$ cat src/rtl/core/cbf_pkg.sv
// Shared types and constants for the circuit breaker block.
package cbf_pkg;

  // Fixed widths of the configuration registers
  localparam int THR_W      = 16;
  localparam int TIMEOUT_W  = 32;
  localparam int CFG_DATA_W = 32;
  localparam int CFG_IDX_W  = 2;

  // Register indexes on the configuration port
  localparam logic [CFG_IDX_W-1:0] CFG_FAILURE_THRESHOLD   = 2'd0;
  localparam logic [CFG_IDX_W-1:0] CFG_HALF_OPEN_SUCCESSES = 2'd1;
  localparam logic [CFG_IDX_W-1:0] CFG_OPEN_TIMEOUT_TICKS  = 2'd2;

  // Register reset values
  localparam logic [THR_W-1:0]     FAILURE_THRESHOLD_RST   = 16'd5;
  localparam logic [THR_W-1:0]     HALF_OPEN_SUCCESSES_RST = 16'd3;
  localparam logic [TIMEOUT_W-1:0] OPEN_TIMEOUT_TICKS_RST  = 32'd30000;

  // Error classes of a failure report
  localparam logic [1:0] ECLASS_PLAIN = 2'd0;
  localparam logic [1:0] ECLASS_NONE  = 2'd1;
  localparam logic [1:0] ECLASS_DNS   = 2'd2;
  localparam logic [1:0] ECLASS_OTHER = 2'd3;

  typedef enum logic [1:0] {
    MODE_CLOSED = 2'd0,
    MODE_OPEN   = 2'd1,
    MODE_HALF   = 2'd2
  } mode_t;

  typedef enum logic [1:0] {
    ACT_REQUEST = 2'd0,
    ACT_SUCCESS = 2'd1,
    ACT_FAILURE = 2'd2,
    ACT_TICK    = 2'd3
  } action_t;

  typedef struct packed {
    logic [THR_W-1:0]     failure_threshold;
    logic [THR_W-1:0]     half_open_successes;
    logic [TIMEOUT_W-1:0] open_timeout_ticks;
  } cfg_t;

  typedef struct packed {
    logic  allowed;
    mode_t mode;
  } result_t;

endpackage

$ cat src/rtl/core/cbf_core.sv
// Breaker state machine: mode, counters, timer and per-item decision.
module cbf_core #(
  parameter int COUNT_BITS = 16,
  parameter int TIME_BITS  = 32
) (
  input  logic              clk,
  input  logic              rst,
  input  logic              step,
  input  cbf_pkg::action_t  action,
  input  logic [1:0]        error_class,
  input  cbf_pkg::cfg_t     cfg,
  output cbf_pkg::result_t  result,
  output cbf_pkg::mode_t    mode
);
  import cbf_pkg::*;

  localparam int CNT_CMP_W  = (COUNT_BITS > THR_W) ? COUNT_BITS : THR_W;
  localparam int TIME_CMP_W = (TIME_BITS > TIMEOUT_W) ? TIME_BITS : TIMEOUT_W;

  mode_t                 mode_next;
  logic [COUNT_BITS-1:0] failures_seen, failures_seen_next;
  logic [COUNT_BITS-1:0] successes_seen, successes_seen_next;
  logic [TIME_BITS-1:0]  open_elapsed, open_elapsed_next;

  logic [COUNT_BITS-1:0] fail_inc;
  logic [COUNT_BITS-1:0] succ_inc;
  logic [TIME_BITS-1:0]  elapsed_inc;
  logic                  counted;
  logic                  fail_hit;
  logic                  succ_hit;
  logic                  timeout_hit;

  // Saturating increments and threshold compares
  assign fail_inc    = (&failures_seen) ? failures_seen : failures_seen + 1'b1;
  assign succ_inc    = (&successes_seen) ? successes_seen : successes_seen + 1'b1;
  assign elapsed_inc = (&open_elapsed) ? open_elapsed : open_elapsed + 1'b1;
  assign counted     = (error_class == ECLASS_PLAIN) || (error_class == ECLASS_OTHER);
  assign fail_hit    = CNT_CMP_W'(fail_inc) >= CNT_CMP_W'(cfg.failure_threshold);
  assign succ_hit    = CNT_CMP_W'(succ_inc) >= CNT_CMP_W'(cfg.half_open_successes);
  assign timeout_hit = TIME_CMP_W'(open_elapsed) >= TIME_CMP_W'(cfg.open_timeout_ticks);

  // Next state and counters
  always_comb begin
    mode_next           = mode;
    failures_seen_next  = failures_seen;
    successes_seen_next = successes_seen;
    open_elapsed_next   = open_elapsed;
    case (action)
      ACT_REQUEST: begin
        if (mode == MODE_OPEN && timeout_hit) begin
          mode_next           = MODE_HALF;
          successes_seen_next = '0;
        end
      end
      ACT_SUCCESS: begin
        if (mode == MODE_HALF) begin
          successes_seen_next = succ_inc;
          if (succ_hit) begin
            failures_seen_next = '0;
            mode_next          = MODE_CLOSED;
          end
        end else if (mode == MODE_CLOSED) begin
          failures_seen_next = '0;
        end
      end
      ACT_FAILURE: begin
        if (counted) begin
          if (mode == MODE_CLOSED) begin
            failures_seen_next = fail_inc;
            if (fail_hit) begin
              mode_next         = MODE_OPEN;
              open_elapsed_next = '0;
            end
          end else if (mode == MODE_HALF) begin
            mode_next         = MODE_OPEN;
            open_elapsed_next = '0;
          end
        end
      end
      ACT_TICK: begin
        open_elapsed_next = elapsed_inc;
      end
      default: begin
        mode_next = mode;
      end
    endcase
  end

  // Grant decision and reported mode
  always_comb begin
    result.allowed = (action == ACT_REQUEST) && ((mode != MODE_OPEN) || timeout_hit);
    result.mode    = mode_next;
  end

  // Advance state on each processed item
  always_ff @(posedge clk) begin
    if (rst) begin
      mode           <= MODE_CLOSED;
      failures_seen  <= '0;
      successes_seen <= '0;
      open_elapsed   <= '0;
    end else if (step) begin
      mode           <= mode_next;
      failures_seen  <= failures_seen_next;
      successes_seen <= successes_seen_next;
      open_elapsed   <= open_elapsed_next;
    end
  end

endmodule

$ cat src/rtl/core/circuit_breaker_fsm_top.sv
// Circuit breaker top level: config registers, input register, core, result register.
// An accepted item goes through the input register, then the result register;
// the core decides combinationally between the two.
// Throughput: one item per cycle while out_stall is low; the core updates its state on each processed item.
// A full result register that is stalled holds the input register, which then stalls input.
// Reset: synchronous, active high; mode closed, counters and timer zero,
// registers back to threshold 5, half-open successes 3, timeout 30000 ticks.
module circuit_breaker_fsm_top #(
  parameter int COUNT_BITS = 16,
  parameter int TIME_BITS  = 32
) (
  input  logic                             clk,
  input  logic                             rst,
  input  logic                             cfg_wr_en,
  input  logic [cbf_pkg::CFG_IDX_W-1:0]    cfg_index,
  input  logic [cbf_pkg::CFG_DATA_W-1:0]   cfg_data,
  input  logic                             in_valid,
  output logic                             in_stall,
  input  logic [1:0]                       action,
  input  logic [1:0]                       error_class,
  output logic                             out_valid,
  input  logic                             out_stall,
  output logic                             allowed,
  output logic [1:0]                       breaker_state
);
  import cbf_pkg::*;

  cfg_t       cfg;
  logic       s1_valid;
  action_t    s1_action;
  logic [1:0] s1_eclass;
  logic       advance;
  logic       fire;
  result_t    core_result;
  mode_t      core_mode;

  // Configuration registers
  always_ff @(posedge clk) begin
    if (rst) begin
      cfg.failure_threshold   <= FAILURE_THRESHOLD_RST;
      cfg.half_open_successes <= HALF_OPEN_SUCCESSES_RST;
      cfg.open_timeout_ticks  <= OPEN_TIMEOUT_TICKS_RST;
    end else if (cfg_wr_en) begin
      case (cfg_index)
        CFG_FAILURE_THRESHOLD:   cfg.failure_threshold   <= cfg_data[THR_W-1:0];
        CFG_HALF_OPEN_SUCCESSES: cfg.half_open_successes <= cfg_data[THR_W-1:0];
        CFG_OPEN_TIMEOUT_TICKS:  cfg.open_timeout_ticks  <= cfg_data[TIMEOUT_W-1:0];
        default: begin
        end
      endcase
    end
  end

  // Handshake: process the held item whenever the result register can take it
  assign advance  = !out_valid || !out_stall;
  assign fire     = s1_valid && advance;
  assign in_stall = s1_valid && !advance;

  // Input register
  always_ff @(posedge clk) begin
    if (rst) begin
      s1_valid <= 1'b0;
    end else if (in_valid && !in_stall) begin
      s1_valid <= 1'b1;
    end else if (fire) begin
      s1_valid <= 1'b0;
    end
  end

  always_ff @(posedge clk) begin
    if (in_valid && !in_stall) begin
      s1_action <= action_t'(action);
      s1_eclass <= error_class;
    end
  end

  cbf_core #(
    .COUNT_BITS (COUNT_BITS),
    .TIME_BITS  (TIME_BITS)
  ) u_core (
    .clk         (clk),
    .rst         (rst),
    .step        (fire),
    .action      (s1_action),
    .error_class (s1_eclass),
    .cfg         (cfg),
    .result      (core_result),
    .mode        (core_mode)
  );

  // Result register
  always_ff @(posedge clk) begin
    if (rst) begin
      out_valid <= 1'b0;
    end else if (fire) begin
      out_valid <= 1'b1;
    end else if (!out_stall) begin
      out_valid <= 1'b0;
    end
  end

  always_ff @(posedge clk) begin
    if (fire) begin
      allowed       <= core_result.allowed;
      breaker_state <= core_result.mode;
    end
  end

  // Only a request can be granted
  assert property (@(posedge clk) disable iff (rst)
    fire && s1_action != ACT_REQUEST |=> !allowed)
    else $error("grant reported for an item that is not a request");

  // Closed never moves straight to half open
  assert property (@(posedge clk) disable iff (rst)
    fire && core_mode == MODE_CLOSED |=> breaker_state != MODE_HALF)
    else $error("closed breaker went to half open");

  // Half open grants every request
  assert property (@(posedge clk) disable iff (rst)
    fire && s1_action == ACT_REQUEST && core_mode == MODE_HALF |=> allowed)
    else $error("request refused while half open");

  // Input stalls only behind a held item
  assert property (@(posedge clk) disable iff (rst)
    in_stall |-> s1_valid && out_valid && out_stall)
    else $error("input stalled without a blocked item");

endmodule
$ cat config.mk
export PLATFORM = sky130hd
export DESIGN_NAME = circuit_breaker_fsm_top
export DESIGN_NICKNAME = d
export VERILOG_FILES = /design/src/rtl/core/cbf_pkg.sv /design/src/rtl/core/cbf_core.sv /design/src/rtl/core/circuit_breaker_fsm_top.sv
export SDC_FILE = /design/constraint.sdc
export NUM_CORES = 1
export LEC_CHECK = 0
export BUFFER_PORTS_ARGS = -buffer_cell sky130_fd_sc_hd__buf_2
export CAP_MARGIN = 10
export CORE_ASPECT_RATIO = 1.5
export CORE_MARGIN = 8
export CORE_UTILIZATION = 60
export CTS_BUF_LIST = sky130_fd_sc_hd__clkbuf_4
export CTS_CLUSTER_DIAMETER = 60
export DETAILED_ROUTE_END_ITERATION = 16
export PLACE_DENSITY = 0.76
export SYNTH_ARGS = -nofsm -noshare
export SYNTH_HDL_FRONTEND = slang
export SYNTH_SLANG_ARGS = --single-unit
$ cat constraint.sdc
create_clock -name clk -period 6.1 [get_ports clk]
set_input_delay 0.61 -clock clk [delete_from_list [all_inputs] [get_ports clk]]
set_output_delay 0.61 -clock clk [all_outputs]
set_load 0.005 [all_outputs]
# --- Word level (Yosys, flattened, before mapping) ---
# Index checks and enable logic that the tools add are counted.
word_totals:
  ff_bits: 139
  input_bits: 43
  out_inout_bits: 5
  word_cells: 96
classes:
  addsub: 3
  magnitude_cmp: 3
  n_eq_ne: 19
  mux: 29
  reduce_logical: 29
op_table:
  columns: ["operator", "n"]
  rows:
  - ["$mux 32", 5]
  - ["$mux 16", 9]
  - ["$pmux 16 s2", 2]
  - ["$pmux 32 s2", 1]
  - ["$add 16x1->16 const B", 2]
  - ["$add 32x1->32 const B", 1]
  - ["$ge 16x16->1", 2]
  - ["$ge 32x32->1", 1]
  - ["$reduce_and 16->1", 2]
  - ["$reduce_and 32->1", 1]
  - ["$mux 2", 7]
  - ["$ne 2x1->1 const B", 6]
  - ["$reduce_and 6->1", 2]
  - ["$eq 2x2->1 const B", 5]
  - ["$logic_not 2->1", 4]
  - ["$reduce_bool 2->1", 4]
  - ["$eq 2x1->1 const B", 3]
  - ["$ne 3x1->1 const B", 2]
  - ["$ne 3x2->1 const B", 2]
  - ["$pmux 2 s3", 1]
  - ["$reduce_and 2->1", 3]
  - ["$logic_and 1x1->1", 5]
  - ["$logic_not 1->1", 4]
  - ["$mux 1", 4]
  - ["3 further kinds", 5]

# --- Longest topological paths before layout ---
# Gate-level depths: netlist (run 1).
depth:
  ltp_word: 7
  ltp_mapped: 18
  mapped_depth_nobuf: 15

# --- By module ---
# Synthesis (run 1) repeated with hierarchy kept, for this count alone.
unflattened:
  hier_cells: 967
  hier_area_um2: 8230.4
modules_own_cells:
  columns: ["mod", "n_inst", "cells_each", "area_each_um2", "seq_area_each_um2"]
  rows:
  - ["cbf_core", 1, 691, 5262.5, 1321.3]
  - ["circuit_breaker_fsm_top", 1, 276, 2967.8, 1531.5]

# --- Worst setup path before layout (run 1) ---
# Ideal clock, no wire load.
synth_path:
  path_type: "reg2reg"
  start: "register u_core.failures_seen[4]"
  end: "register u_core.open_elapsed[27]"
  setup_ps: 59
  t_arrival_ps: 3800
  required_ps: 6041
  path_slack_ps: 2241
  stages_incl_launch_ff: 18
  n_path_buf: 3
  synth_period_minus_slack_ps: 3859
  path_cell_list: "dfxtp_1 clkbuf_1 nand3_1 nor3_1 nand2_1 and4_1 clkbuf_1 nand3_1 xnor2_1 ha_1 a21o_1 a221oi_1 nor2_1 a2111oi_4 buf_6 o31ai_4 or4_1 nand2_1"
synth_via:
  elab_chain_cells: 5
  word_cells_on_any_way: 6
  classes_between: "add/sub (1); order compare (1); eq/ne (1); mux (1); reduce/logical (2)"
synth_rtl:
  columns: ["element", "line_no", "source"]
  rows:
  - ["start, declared", "cbf_core.sv:21", "logic [COUNT_BITS-1:0] failures_seen, failures_seen_next;"]
  - ["start signal, assigned", "cbf_core.sv:104", "failures_seen <= failures_seen_next;"]
  - ["$add 16x1->16 or $reduce_and 16->1 (tied branches)", "cbf_core.sv:34", "assign fail_inc = (&failures_seen) ? failures_seen : failures_seen + 1'b1;"]
  - ["$mux 16 *", "cbf_core.sv:34", null]
  - ["$ge 16x16->1 *", "cbf_core.sv:38", "assign fail_hit = CNT_CMP_W'(fail_inc) >= CNT_CMP_W'(cfg.failure_threshold);"]
  - ["$ne 3x2->1 (no source line) *", null, null]
  - ["$reduce_and 6->1 (no source line) *", null, null]
  - ["end signal, assigned", "cbf_core.sv:106", "open_elapsed <= open_elapsed_next;"]
  - ["end, declared", "cbf_core.sv:23", "logic [TIME_BITS-1:0] open_elapsed, open_elapsed_next;"]
# Mark *: on every way between the ends. The rest lies on a longest branch, timed or not.
# A chain may end at the register's enable or synchronous reset.

# --- Worst setup path after layout (run 1) ---
layout_path:
  start: "register u_core.failures_seen[4]"
  end: "register u_core.open_elapsed[15]"
# Same word-level chain as after synthesis.

==> summary.md, run 1 <==
| Metric | Value |
|---|---|
| Status | `finished clean` |
| Lkg Pwr | `3.34 nW` |
| R2R cell count | `13` |
| Post-route cell area | `8790 sq um` |
| Post-DRT Antenna Nets | `0` |
| Via/cell ratio | `6.02` |
| EDFF count, synth | `7` |
| Clock buffer count from CTS | `17` |
| Final Hold Vio Count | `0` |
| Chip width | `111 um` |
| Max Cap Viol | `0` |
| Yosys warning count | `0` |
| Post-DP Area | `8440 sq um` |
| H-tree Lvls | `4` |
| I/O pin cnt | `48` |
| VDD IR max | `0.000132 V` |
| WP data required | `6580 ps` |
| Number of global-route vias before repair | `6947` |
| WL/cell | `16.7 um` |
| CP Launch Point | `u_core.failures_seen[4]$_SDFFE_PP0P_` |
| Initial Utilization | `0.609` |
| Post-layout min period | `5060 ps` |
| Cell row count | `52` |
| Grt ovf | `0` |
| Leading cell type in the layout, fill and taps excluded | `nand2_1` |
| Worst slack, placed | `1150 ps` |
| Worst-Skew Late Latency | `550 ps` |
| Avg Inst Size Synth | `8.05 sq um` |
| Initial DRC count | `325` |
| Flops & latches, synth | `139` |
| Measured slew at the worst slew-check pin | `1120 ps` |
| Worst-path clk slew | `120 ps` |
| M1 WL | `8.14 mm` |
| Critical path's slowest cell | `or4_1` |
| Max-slew violation count | `0` |
| Ys async rst share | `0` |
| CP Max Fanout | `30` |
| Hold buffer count at CTS | `0` |
| Root buffer cell | `clkbuf_4` |
| Delay-heaviest family, CP | `simple AND/OR/NAND/NOR gates` |
| Antenna violations before repair | `1` |
| Reg2reg setup slack | `1040 ps` |
| FMAX | `198 MHz` |
| Critical path depth | `13` |
| Gr usage total | `0.227` |
| Max-slew headroom | `0.253` |
| Fin Clk Skew | `17.2 ps` |
| PnR worst setup slack | `1040 ps` |
| Die Height | `159 um` |
| Vias | `7313` |
| Core Util, Final | `0.656` |
| Clk buf depth | `2` |
| Worst r2r src | `u_core.failures_seen[4]$_SDFFE_PP0P_` |
| Pwr per Cell Area | `211 nW/um^2` |
| Largest net degree at the start of global routing | `38` |
| CTS resizes | `0` |
| Post-CTS Repair Setup Buffers | `0` |
| Post-synthesis sequential area ratio | `0.350` |
| Synth top area share | `0.324` |
| Setup crit end kind | `flip-flop` |
| Pre-antenna DRT Iters | `5` |
| Commonest non-fill, non-tap cells in the layout | `183 x nand2_1, 132 x dfxtp_1, 106 x a21oi_1, 76 x inv_1, 71 x ha_1` |
| Startpoint Class | `flip-flop` |
| Ys flop type | `dfxtp_1` |
| Area grow syn2layout | `7.81%` |
| Buf/Inv on CP | `0` |
| Most frequent CP cell | `nand3_1` |
| Setup TNS | `0 ps` |
| Nets@finish | `1153` |
| TritonCTS Sinks | `139` |
| Post-DP HPWL | `15.1 mm` |
| WS Path Type | `reg2reg` |
| Area contributors post-synth | `dfxtp_1 32%, ha_1 11%, nand2_1 8.4%, a21oi_1 6.5%, inv_1 3.5%` |
| Routed wire length | `20.3 mm` |
| FF-to-FF End | `u_core.open_elapsed[15]$_SDFFE_PP0P_` |
| Met3 routed WL | `890 um` |
| Hold_ws | `245 ps` |
| Area leader, netlist | `dfxtp_1` |
| Uppermost layer routed | `met4` |
| TritonCTS clock tree | `built` |
| Met2 Wirelength | `10.4 mm` |
| Share of layout cells above drive strength 1 | `0.0990` |
| Syn Std Cell Area | `8160 sq um` |
| CP peak stage delay | `760 ps` |
| DRC viols | `0` |
| Tcrit/Tclk final | `0.830` |
| Worst Path Arrival | `5550 ps` |
| Port bufs | `47` |
| First-pass GRT wire length | `33.2 mm` |
| Final setup viols | `0` |
| Critical-path cell list | `nand3_1 > nor3_1 > nand2_1 > and4_1 > nand3_1 > xnor2_1 > ha_1 > and3_1 > nor3b_1 > a2111o_1 > nand3_1 > or4_1 > a21oi_1` |
| Routability Congestion | `0.898` |
| Hold crit path type | `in2reg` |
| Mapped Cells | `1013` |
| Net Count, Synth | `1127` |
| Core area | `13400 sq um` |
| Worst Setup EP | `u_core.open_elapsed[15]$_SDFFE_PP0P_` |
| Post-synthesis cell type count | `72` |
| RSZ-0062 raised after global routing | `no` |
| Die ar. | `17700 sq um` |
## worst reg2reg max path: stages (launching register included)
cell and delay (ps):
dfxtp_1 470, nand3_1 130, nor3_1 530, nand2_1 400, and4_1 390, nand3_1 140
xnor2_1 90, ha_1 290, and3_1 170, nor3b_1 470, a2111o_1 280, nand3_1 730
or4_1 780, a21oi_1 140
## state kept, by name, summed over array words and instances, names as in the netlist
register,flops
allowed,1
breaker_state,2
cfg,64
out_valid,1
s1_action,2
s1_eclass,2
s1_valid,1
u_core.failures_seen,16
u_core.mode,2
u_core.open_elapsed,32
u_core.successes_seen,16
## per-layer routing
layer	GRT usage	up-vias
li1	-	3646
met1	0.251	3412
met2	0.401	191
met3	0.0422	64
met4	0.118	0
met5	0	-
## cells by family after synthesis
| family | share of synthesized area |
|---|---|
| adder cells (fa/ha/maj) | 0.109 |
| XOR/XNOR | 0.0385 |
| AND/OR/NAND/NOR | 0.241 |
| buffers and inverters | 0.0618 |
| AO/OA/AOI/OAI | 0.183 |
| multiplexers | 0.0169 |
| flip-flops | 0.350 |
## final cells by class
class | instances | area [sq um]
Multi-Input combinational cell | 749 | 4800
Tap cell | 162 | 203
Clock inverter | 14 | 223
Fill cell | 1200 | 4610
Timing Repair Buffer | 54 | 288
Inverter | 78 | 293
Antenna cell | 1 | 2.50
Sequential cell | 139 | 2850
Clock buffer | 17 | 128
## report_power, final
part / total, mW / internal (mW) / switching (mW) / leakage, nW
clock network: 0.746 / 0.402 / 0.344 / 0.184
logic: 0.157 / 0.0541 / 0.102 / 2.02
registers: 0.949 / 0.936 / 0.0129 / 1.14
total: 1.85 / 1.39 / 0.460 / 3.34
## stage by stage
step / power, mW / cells
floorplan: 1.07 / 1013
global placement: 1.12 / 1182
detailed placement: 1.12 / 1182
CTS: 1.86 / 1213
global route: 1.92 / 1214
finish: 1.85 / 1214
## worst min-delay path by stage
stage | start | end | cells after the start
floorplan | cfg[11]$_SDFFE_PP0P_ | cfg[11]$_SDFFE_PP0P_ | 2
global placement | cfg[20]$_SDFFE_PP0P_ | cfg[20]$_SDFFE_PP0P_ | 2
detailed placement | cfg[51]$_SDFFE_PP0P_ | cfg[51]$_SDFFE_PP0P_ | 2
CTS | error_class[1] | s1_eclass[1]$_DFFE_PP_ | 1
global route | action[1] | s1_action[1]$_DFFE_PP_ | 1
finish | error_class[1] | s1_eclass[1]$_DFFE_PP_ | 1
## synth_stat cells (3+ instances only)
library cell	instances
a221oi_1	4
xor2_1	7
a21oi_1	106
nor2b_1	5
buf_2	7
a211o_1	3
o211ai_1	15
a21o_1	9
inv_1	76
nand2b_1	7
o41ai_1	3
and3_1	9
dfxtp_1	132
o31ai_1	12
or3b_2	3
nand2_1	183
nor3_1	16
mux2_2	6
nand4_1	24
o2111ai_1	5
or2_2	3
nor4_1	4
xnor2_1	27
nand3b_1	3
nor3b_1	3
o21ai_1	3
edfxtp_1	7
a31oi_1	4
and2_1	8
or4_1	18
or3_1	10
nor2_1	44
mux2i_1	7
a22o_1	7
a211oi_1	5
buf_4	3
o21a_1	4
nand3_1	39
and4_1	10
ha_1	71
a311oi_1	3
clkbuf_1	33
o21ai_0	29
No activity file was read; power rests on OpenSTA's default activity.
==> inputs of run 2 (changes only) <==
- CORE_UTILIZATION: 60 -> 57
- PLACE_DENSITY: 0.76 -> 0.75
- clock period: 6.1 -> 4.6 ns (I/O delays scaled with it)
==> summary.md, run 2 (same netlist as run 1, synthesis figures left out) <==
| Metric | Value |
|---|---|
| Status | `finished clean` |
| I/O pin cnt | `48 (unchanged)` |
| Root buffer cell | `clkbuf_4` |
| Share of layout cells above drive strength 1 | `0.108 (+0.00900)` |
| Reg2reg setup slack | `550 ps (-490 ps)` |
| WL/cell | `16.5 um (-1.5%)` |
| Port bufs | `47 (unchanged)` |
| DRC viols | `0 (unchanged)` |
| CP Launch Point | `u_core.failures_seen[4]$_SDFFE_PP0P_` |
| Grt ovf | `0 (unchanged)` |
| WS Path Type | `reg2reg` |
| Nets@finish | `1157 (+0.35%)` |
| Cell row count | `53 (+1.9%)` |
| WP data required | `5070 ps (-1510 ps)` |
| Register bank with the most flops | `cfg` |
| Worst hold stages | `1 (unchanged)` |
| RSZ-0062 raised after global routing | `no` |
| Placed Cells | `1216 (+2.9%)` |
| PnR worst setup slack | `545 ps (-492 ps)` |
| Leading cell type in the layout, fill and taps excluded | `nand2_1` |
| Post-route cell area | `8830 sq um (+0.40%)` |
| Worst Hold Launch | `action[0]` |
| Routed wire length | `20.6 mm (+1.4%)` |
| Antenna violations before repair | `1 (unchanged)` |
| First-pass GRT wire length | `33.3 mm (+0.11%)` |
| Max Cap Viol | `0 (unchanged)` |
| Worst-path clk slew | `150 ps (+30 ps)` |
| Startpoint Class | `flip-flop` |
| R2R cell count | `15 (+2)` |
| H-tree Lvls | `4 (unchanged)` |
| Clock buffer count from CTS | `17 (unchanged)` |
| Setup TNS | `0 ps (unchanged)` |
| Fin Clk Skew | `29.0 ps (+11.8 ps)` |
| Net Sw Power | `0.638 mW (+39%)` |
| Post-DP HPWL | `15.4 mm (+2.4%)` |
| TritonCTS Sinks | `139 (unchanged)` |
| Number of global-route vias before repair | `6876 (-1.0%)` |
| VDD IR max | `0.000173 V (+31%)` |
| CTS resizes | `0 (unchanged)` |
| FF-to-FF End | `u_core.open_elapsed[17]$_SDFFE_PP0P_` |
| Cell-internal power | `1.70 mW (+22%)` |
| Worst r2r src | `u_core.failures_seen[4]$_SDFFE_PP0P_` |
| Die ar. | `18500 sq um (+4.6%)` |
| Measured slew at the worst slew-check pin | `1070 ps (-42.0 ps)` |
| Sequential share of power | `0.538 (+0.026)` |
| Hold_ws | `73.7 ps (-171 ps)` |
| Power, Total | `2.34 mW (+27%)` |
| Post-layout min period | `4050 ps (-1010 ps)` |
| Lkg Pwr | `3.35 nW (+0.30%)` |
| Max-slew violation count | `0 (unchanged)` |
| Setup crit end kind | `flip-flop` |
| Core area | `14000 sq um (+4.4%)` |
| Switching share of power | `0.272 (+0.0241)` |
| Largest registers | `cfg: 64 flops, u_core.open_elapsed: 32 flops` |
| Initial Utilization | `0.583 (-0.0256)` |
| CP Max Fanout | `30 (unchanged)` |
| Clock power frac | `0.371 (-0.032)` |
| Hold Path End | `s1_action[0]$_DFFE_PP_` |
| Final Hold Vio Count | `0 (unchanged)` |
| Hold buffer count at CTS | `0 (unchanged)` |
| Pwr per Cell Area | `265 nW/um^2 (+26%)` |
| Hold crit path type | `in2reg` |
| TritonCTS clock tree | `built` |
| Vias | `7301 (-0.16%)` |
| Via/cell ratio | `5.85 (-3.0%)` |
| Die Height | `163 um (+2.3%)` |
| Post-CTS Repair Setup Buffers | `0 (unchanged)` |
| Non-filler cells, final | `1249 (+2.9%)` |
| Worst slack, placed | `627 ps (-526 ps)` |
| Max-slew headroom | `0.281 (+0.0281)` |
| Chip width | `114 um (+2.2%)` |
| Worst Path Arrival | `4520 ps (-1030 ps)` |
| Initial DRC count | `428 (+32%)` |
| Gr usage total | `0.224 (-0.00363)` |
| Largest net degree at the start of global routing | `43 (+13%)` |
| Post-DP Area | `8520 sq um (+0.95%)` |
| Max FFs per register | `64 (unchanged)` |
| Filler cell count | `1280 (+6.7%)` |
| Core Util, Final | `0.631 (-0.0251)` |
| Area grow syn2layout | `8.24%` |
| Commonest non-fill, non-tap cells in the layout | `183 x nand2_1, 132 x dfxtp_1, 106 x a21oi_1, 76 x inv_1, 71 x ha_1` |
| Worst-Skew Late Latency | `550 ps (about the same)` |
| Routability Congestion | `0.899 (+0.11%)` |
| Tcrit/Tclk final | `0.881 (+0.0516)` |
| Pre-antenna DRT Iters | `5 (unchanged)` |
| FMAX | `247 MHz (+25%)` |
| Post-DRT Antenna Nets | `0 (unchanged)` |
| Clk buf depth | `2 (unchanged)` |
| Final setup viols | `0 (unchanged)` |
| Combinational group share of total power | `0.091 (+0.006)` |
[run 2: changes by cell type in the layout (fill, tap and decap cells not counted), sizes merged]
cell      delta
clkinvlp     +1
clkinv       +2
clkbuf       +1
bufinv       -3
buf          +4
[run 2: worst max path at each step]
stage / endpoint / slack, ps
after floorplan: u_core.open_elapsed[27]$_SDFFE_PP0P_ / 740
after global placement: u_core.open_elapsed[28]$_SDFFE_PP0P_ / 690
after detailed placement: u_core.open_elapsed[17]$_SDFFE_PP0P_ / 630
after CTS: u_core.open_elapsed[17]$_SDFFE_PP0P_ / 580
after global routing: u_core.open_elapsed[18]$_SDFFE_PP0P_ / 190
final: u_core.open_elapsed[17]$_SDFFE_PP0P_ / 550
[run 2: area by class of cell]
class / instances / area (sq um) / area share
inverter: 78 / 293 / 0.0332
multi-input combinational: 749 / 4800 / 0.544
timing repair buffer: 58 / 330 / 0.0374
clock inverter: 14 / 170 / 0.0193
sequential: 139 / 2850 / 0.323
clock buffer: 18 / 135 / 0.0153
tap: 192 / 240 / 0.0272
antenna: 1 / 2.50 / 0.000283
[run 2: worst max-delay path: stages, from the launching register on]
cell,delay [ps]
dfxtp_1,480
nand3_1,120
nor3_1,190
buf_4,170
nand3_1,110
nor2_1,140
mux2_2,370
ha_1,310
a21oi_1,90
o211ai_1,190
or3b_1,440
a21oi_2,210
nand3_1,290
buf_12,260
or4_1,470
a21oi_1,140
[run 2: per-layer routing]
layer,up-vias,wire [um],global-route usage
met5,-,0,0
met4,0,551,0.0894
met3,40,715,0.0360
met2,161,11100,0.419
met1,3435,8210,0.242
li1,3665,-,-
[run 2: power by group through the flow]
stage | Clock (mW) | Combinational (mW) | Sequential [mW]
4_1_cts | 0.883 | 0.212 | 1.26
3_5_place_dp | 0 | 0.212 | 1.29
3_3_place_gp | 0 | 0.207 | 1.28
6_report | 0.869 | 0.214 | 1.26
5_1_grt | 0.928 | 0.237 | 1.26
2_1_floorplan | 0 | 0.143 | 1.28
